### src/rtl/dqp_pkg.sv
package dqp_pkg;

    localparam int CHAR_W    = 8;
    localparam int OCTET_W   = 8;
    localparam int ADDR_W    = 32;
    localparam int HIGH_W    = 24;
    localparam int PART_W    = 2;
    // digit accumulate: 255 * 10 + 9 fits in 12 bits
    localparam int ACC_W     = 12;

    localparam logic [CHAR_W-1:0]  CHAR_DOT  = 8'h2E;
    localparam logic [CHAR_W-1:0]  CHAR_ZERO = 8'h30;
    localparam logic [CHAR_W-1:0]  CHAR_NINE = 8'h39;
    localparam logic [CHAR_W-1:0]  CHAR_NUL  = 8'h00;
    localparam logic [CHAR_W-1:0]  CHAR_TAB  = 8'h09;
    localparam logic [CHAR_W-1:0]  CHAR_CR   = 8'h0D;
    localparam logic [CHAR_W-1:0]  CHAR_SPC  = 8'h20;
    localparam logic [ACC_W-1:0]   OCTET_MAX = 12'd255;
    localparam logic [PART_W-1:0]  LAST_PART = 2'd3;

    function automatic logic is_space_code(input logic [CHAR_W-1:0] c);
        return ((c >= CHAR_TAB) && (c <= CHAR_CR)) || (c == CHAR_SPC);
    endfunction

endpackage

### src/rtl/dotted_quad_ipv4_parser_unit.sv
// Streaming dotted-quad IPv4 parser: one character per input transaction, one transaction
// per cycle sustained. Each character is captured in an input register, then one short pass
// (decimal accumulate of the current part, range and separator checks) updates the parse
// state and, at the deciding character, loads the result register. A result that waits
// on out_ready stalls the input register only if the next character would also give a
// result. Set starts_text on the first character of each string; characters after the
// decision give nothing until the next start. address is zero whenever accepted is low.
module dotted_quad_ipv4_parser_unit
    import dqp_pkg::*;
(
    input  logic              clk,
    input  logic              rst_n,
    input  logic              in_valid,
    output logic              in_ready,
    input  logic [CHAR_W-1:0] character,
    input  logic              starts_text,
    output logic              out_valid,
    input  logic              out_ready,
    output logic              accepted,
    output logic [ADDR_W-1:0] address
);

    logic              s1_valid_reg;
    logic [CHAR_W-1:0] char_reg;
    logic              start_reg;

    logic [PART_W-1:0]  part_reg,     part_next;
    logic               awaiting_reg, awaiting_next;
    logic [OCTET_W-1:0] octet_reg,    octet_next;
    logic [HIGH_W-1:0]  high_reg,     high_next;
    logic               decided_reg,  decided_next;

    logic              out_valid_reg;
    logic              accepted_reg, accepted_next;
    logic [ADDR_W-1:0] address_reg,  address_next;

    // effective state after an optional start clear
    logic [PART_W-1:0]  cur_part;
    logic               cur_awaiting;
    logic [OCTET_W-1:0] cur_octet;
    logic [HIGH_W-1:0]  cur_high;
    logic               cur_decided;

    logic             is_digit;
    logic [ACC_W-1:0] acc;
    logic             produce;
    logic             out_free;
    logic             s1_fire;

    always_comb
    begin
        cur_part     = start_reg ? '0 : part_reg;
        cur_awaiting = start_reg ? 1'b1 : awaiting_reg;
        cur_octet    = start_reg ? '0 : octet_reg;
        cur_high     = start_reg ? '0 : high_reg;
        cur_decided  = start_reg ? 1'b0 : decided_reg;

        is_digit = (char_reg >= CHAR_ZERO) && (char_reg <= CHAR_NINE);
        acc = ({{(ACC_W-OCTET_W){1'b0}}, cur_octet} << 3)
            + ({{(ACC_W-OCTET_W){1'b0}}, cur_octet} << 1)
            + {{(ACC_W-CHAR_W){1'b0}}, char_reg - CHAR_ZERO};

        part_next     = cur_part;
        awaiting_next = cur_awaiting;
        octet_next    = cur_octet;
        high_next     = cur_high;
        decided_next  = cur_decided;
        produce       = 1'b0;
        accepted_next = 1'b0;
        address_next  = '0;

        if (!cur_decided)
        begin
            if (is_digit)
            begin
                if (acc > OCTET_MAX)
                begin
                    produce = 1'b1;
                end
                else
                begin
                    octet_next    = acc[OCTET_W-1:0];
                    awaiting_next = 1'b0;
                end
            end
            else if (cur_awaiting)
            begin
                produce = 1'b1;
            end
            else if (cur_part != LAST_PART)
            begin
                if (char_reg != CHAR_DOT)
                begin
                    produce = 1'b1;
                end
                else
                begin
                    high_next     = {cur_high[HIGH_W-OCTET_W-1:0], cur_octet};
                    part_next     = cur_part + 1'b1;
                    octet_next    = '0;
                    awaiting_next = 1'b1;
                end
            end
            else
            begin
                produce = 1'b1;
                if ((char_reg == CHAR_NUL) || is_space_code(char_reg))
                begin
                    accepted_next = 1'b1;
                    address_next  = {cur_high, cur_octet};
                end
            end
        end
        if (produce)
        begin
            decided_next = 1'b1;
        end
    end

    assign out_free = !out_valid_reg || out_ready;
    assign s1_fire  = s1_valid_reg && (out_free || !produce);
    assign in_ready = !s1_valid_reg || s1_fire;

    always_ff @(posedge clk or negedge rst_n)
    begin
        if (!rst_n)
        begin
            s1_valid_reg  <= 1'b0;
            out_valid_reg <= 1'b0;
            part_reg      <= '0;
            awaiting_reg  <= 1'b1;
            octet_reg     <= '0;
            high_reg      <= '0;
            decided_reg   <= 1'b0;
        end
        else
        begin
            if (in_ready)
            begin
                s1_valid_reg <= in_valid;
            end
            if (s1_fire)
            begin
                part_reg     <= part_next;
                awaiting_reg <= awaiting_next;
                octet_reg    <= octet_next;
                high_reg     <= high_next;
                decided_reg  <= decided_next;
            end
            if (s1_fire && produce)
            begin
                out_valid_reg <= 1'b1;
            end
            else if (out_ready)
            begin
                out_valid_reg <= 1'b0;
            end
        end
    end

    always_ff @(posedge clk)
    begin
        if (in_valid && in_ready)
        begin
            char_reg  <= character;
            start_reg <= starts_text;
        end
        if (s1_fire && produce)
        begin
            accepted_reg <= accepted_next;
            address_reg  <= address_next;
        end
    end

    assign out_valid = out_valid_reg;
    assign accepted  = accepted_reg;
    assign address   = address_reg;

    a_reject_zero: assert property (@(posedge clk) disable iff (!rst_n)
        out_valid_reg && !accepted_reg |-> address_reg == '0)
        else $error("rejected result carries nonzero address");

    a_decided_after_result: assert property (@(posedge clk) disable iff (!rst_n)
        s1_fire && produce |=> decided_reg && out_valid_reg)
        else $error("result transaction did not set decided state");

    a_awaiting_octet_zero: assert property (@(posedge clk) disable iff (!rst_n)
        awaiting_reg |-> octet_reg == '0)
        else $error("octet accumulator nonzero while waiting for first digit");

    a_stall_only_full: assert property (@(posedge clk) disable iff (!rst_n)
        !in_ready |-> s1_valid_reg && out_valid_reg && !out_ready)
        else $error("input stalled without a blocked result");

endmodule

### config.mk
export PLATFORM = sky130hd
export DESIGN_NAME = dotted_quad_ipv4_parser_unit
export DESIGN_NICKNAME = d
export VERILOG_FILES = /design/src/rtl/dqp_pkg.sv /design/src/rtl/dotted_quad_ipv4_parser_unit.sv
export SDC_FILE = /design/constraint.sdc
export NUM_CORES = 1
export LEC_CHECK = 0
export BUFFER_PORTS_ARGS = -buffer_cell sky130_fd_sc_hd__buf_2
export CORE_UTILIZATION = 45
export DETAILED_ROUTE_END_ITERATION = 7
export PLACE_DENSITY_LB_ADDON = 0.1
export SYNTH_ARGS = -nofsm -noshare
export SYNTH_HDL_FRONTEND = slang
export SYNTH_SLANG_ARGS = --single-unit
### constraint.sdc
create_clock -name clk -period 4.5 [get_ports clk]
set_input_delay 0.225 -clock clk [delete_from_list [all_inputs] [get_ports clk]]
set_output_delay 0.225 -clock clk [all_outputs]
set_load 0.01 [all_outputs]
==> impl_results.md <==
- Post-Route WL: 7078 um
- DP Wirelength: 5231 um
- CP required: 4780 ps
- Leakage power: 1.998 nW
- Post-synthesis register bit count: 80
- Fmax: 0.2499 GHz
- Least-Margin Pin Slew: 943.8 ps
- Max_slew headroom: 36.56%
- Yosys warning count: 0
- Initial antenna violation count: 0
- Startpoint types: flop
- Setup ws final: 498.5 ps
- H-tree depth: 3
- Synth Instances: 317
- Resize count post-CTS: 0
- Synth Flop Type: edfxtp_1
- Pre-CTS WS: 508.6 ps
- Crit end category: flop
- WS Path Type: flop to flop
- First-pass GRT wire length: 11810 um
- Worst Hold Class: input port to flop
- Fin nets: 401
- P&R area growth vs syn: 14.02%
- Area leader, netlist: edfxtp_1
- Buffers inserted by post-CTS timing repair: 0
- Final period util: 88.92%
- Synth Net Count: 351
- Post-layout min period: 4001 ps
- Final Hold Viols: 0
- Reg clk slew, reported paths: 90 ps
- Clk Latency, worst-skew pair: 350 ps
- Max cap viols: 0
- Power, Total: 1.989 mW
- CTS Buf Count: 9
- GRT Util Overall: 17.44%
- Worst path cell trace: buf_4, nor2b_1, fa_1, ha_1, a211oi_2, nor2_1, or4_1, and4_4, a22oi_4, a21o_1, mux2_2
- Initial DRC Count: 115
- Crit path DAT: 4280 ps
- Routability cong.: 0.8298
- Fraction of layout instances using a drive strength above 1: 20.70%
- Post-synth top area share: 32.35%
- Post-Route Setup TNS: 0 ps
- Die Area: 9040 um2
- Reg2reg path depth: 11
- Fin Clk Skew: 16.35 ps
- Fin area: 4446 um2
- Sequential-to-total area share from yosys stat: 56.77%
- Largest net degree at the start of global routing: 39
- Delay of the slowest critical-path stage: 710 ps
- Fill cells: 733
- Number of synthesized flops with an enable pin: 42
- TritonRoute pass-1 iters: 4
- Final-report max-slew violation count: 0
- CTS tree: built
- Overflow after GRT: 0
- Setup violations, final: 0
- Core Footprint: 8299 um2
- Antenna diodes: 0
- Commonest non-fill, non-tap cells in the layout: buf_2 (47), edfxtp_1 (42), dfrtp_1 (37), and2_1 (34), a22o_1 (25)
- RSZ-0062 raised after global routing: false
- Die width: 95.08 um
- Avg Inst Size Synth: 12.30 um2
- Top delay family on crit path: compound AO/OA/AOI/OAI gates
- Die Ht: 95.08 um
- Status: finished clean
- Initial Util: 46.98%
- Async SR Flop Fraction: 47.50%
- Via count: 2517
- Hold Crit Depth: 1
- Root Buffer: clkbuf_8
- WL per Instance: 14.84 um
- Ports: 48
- Synth unique cells: 54
- Crit path depth: 11
- DRC: 0
- Post-DRT Antenna Nets: 0
- Pwr Density: 447.5 nW/um2
- Slowest-stage cell, CP: a21o_1
- Post-detailed-route via-to-cell ratio: 5.277
- Post-placement cell area: 4240 um2
- Port bufs: 47
- Row cnt: 33
- Synth top area cells: edfxtp_1 (32%), dfrtp_1 (24%), a22o_1 (5.6%), and2_1 (5.5%), ha_1 (4.8%)
- Max FFs per register: 32
- CTS sink cnt: 80
- Worst path buffer plus inverter count: 1
- CTS max path bufs: 2
- Worst IR Drop VDD: 0.2420 mV
- Vias in the first global route: 2418
- Synthesized cell area: 3899 um2
- Critical Path Fanout Max: 26
- Commonest non-fill, non-tap cell in the layout: buf_2
## worst paths after layout
| path | startpoint | endpoint | slack (ps) |
|---|---|---|---|
| min reg2reg | high_reg[16]$_DFFE_PN0P_ | high_reg[16]$_DFFE_PN0P_ | 500 |
| max reg2reg | start_reg$_DFFE_PP_ | part_reg[0]$_DFFE_PN0P_ | 500 |
| max in group asynchronous | rst_n | octet_reg[6]$_DFFE_PN0P_ | 3470 |
| min | character[0] | char_reg[0]$_DFFE_PP_ | 40 |
| max | start_reg$_DFFE_PP_ | part_reg[0]$_DFFE_PN0P_ | 500 |
| min in group asynchronous | rst_n | part_reg[1]$_DFFE_PN0P_ | 500 |
## stage by stage
stage | hold WS, ps | std cells | util [%]
CTS | 30.72 | 477 | 53.57
finish | 43.15 | 477 | 53.57
detailed placement | 369.7 | 460 | 51.09
floorplan | -70.59 | 317 | -
global route | 24.37 | 477 | 53.57
global placement | 363.2 | 460 | 51.09
## power by group
group	switching, mW	internal [mW]	leakage, nW
Sequential	0.0592	0.834	0.918
Clock	0.262	0.258	0.0929
Combinational	0.347	0.228	0.987
Total	0.668	1.32	2.00
## layout make-up
type                       instances  area (um2)  share of cell area, %
sequential                        80        2213                  49.79
multi-input combinational        201        1535                  34.53
tap                              105       131.4                  2.955
timing repair buffer              51       280.3                  6.305
clock inverter                     6       67.56                  1.520
clock buffer                      10       127.6                  2.871
inverter                          24       90.09                  2.026
## routing by layer
metal	vias up	track usage, %	routed length, um
li1	1249	-	-
met1	1215	23.13	3419
met2	46	28.57	3364
met3	7	4.306	210
met4	0	4.545	84
met5	-	0	0
## logic make-up (layout without fill, tap and decap cells)
| kind of cell | after synthesis | in the layout | synth area share, % |
|---|---|---|---|
| and+or+nand+nor | 96 | 96 | 13.77 |
| buffers and inverters | 36 | 91 | 4.075 |
| muxes | 1 | 1 | 0.2888 |
| AOI/OAI and AO/OA | 79 | 79 | 16.30 |
| xor gates and xnor gates | 4 | 4 | 0.8988 |
| DFF | 80 | 80 | 56.77 |
| adders and majority gates | 21 | 21 | 7.895 |
## cell usage after synthesis (2+ instances only)
library cell  instances
o221ai_1              2
inv_1                23
nand2b_1              7
nor2b_1               6
a22oi_1               7
o211ai_1              2
dfrtp_1              37
a211oi_1              2
o21ai_0              14
buf_6                 3
xnor2_1               3
edfxtp_1             42
o21ai_1               2
a21o_1                3
nand3_1               5
o21a_1                2
and2_1               34
fa_1                  6
nor2_1               10
a211o_1               2
a21oi_1               5
ha_1                 15
a22o_1               25
and3_1                6
nand2_1              19
clkbuf_1              7
## repair_timing
item	CTS	global route
endpoints found under the setup margin	0	0
endpoints found under the hold margin	22	0
hold buffers	1	0
(Power assumes the default switching activity.)
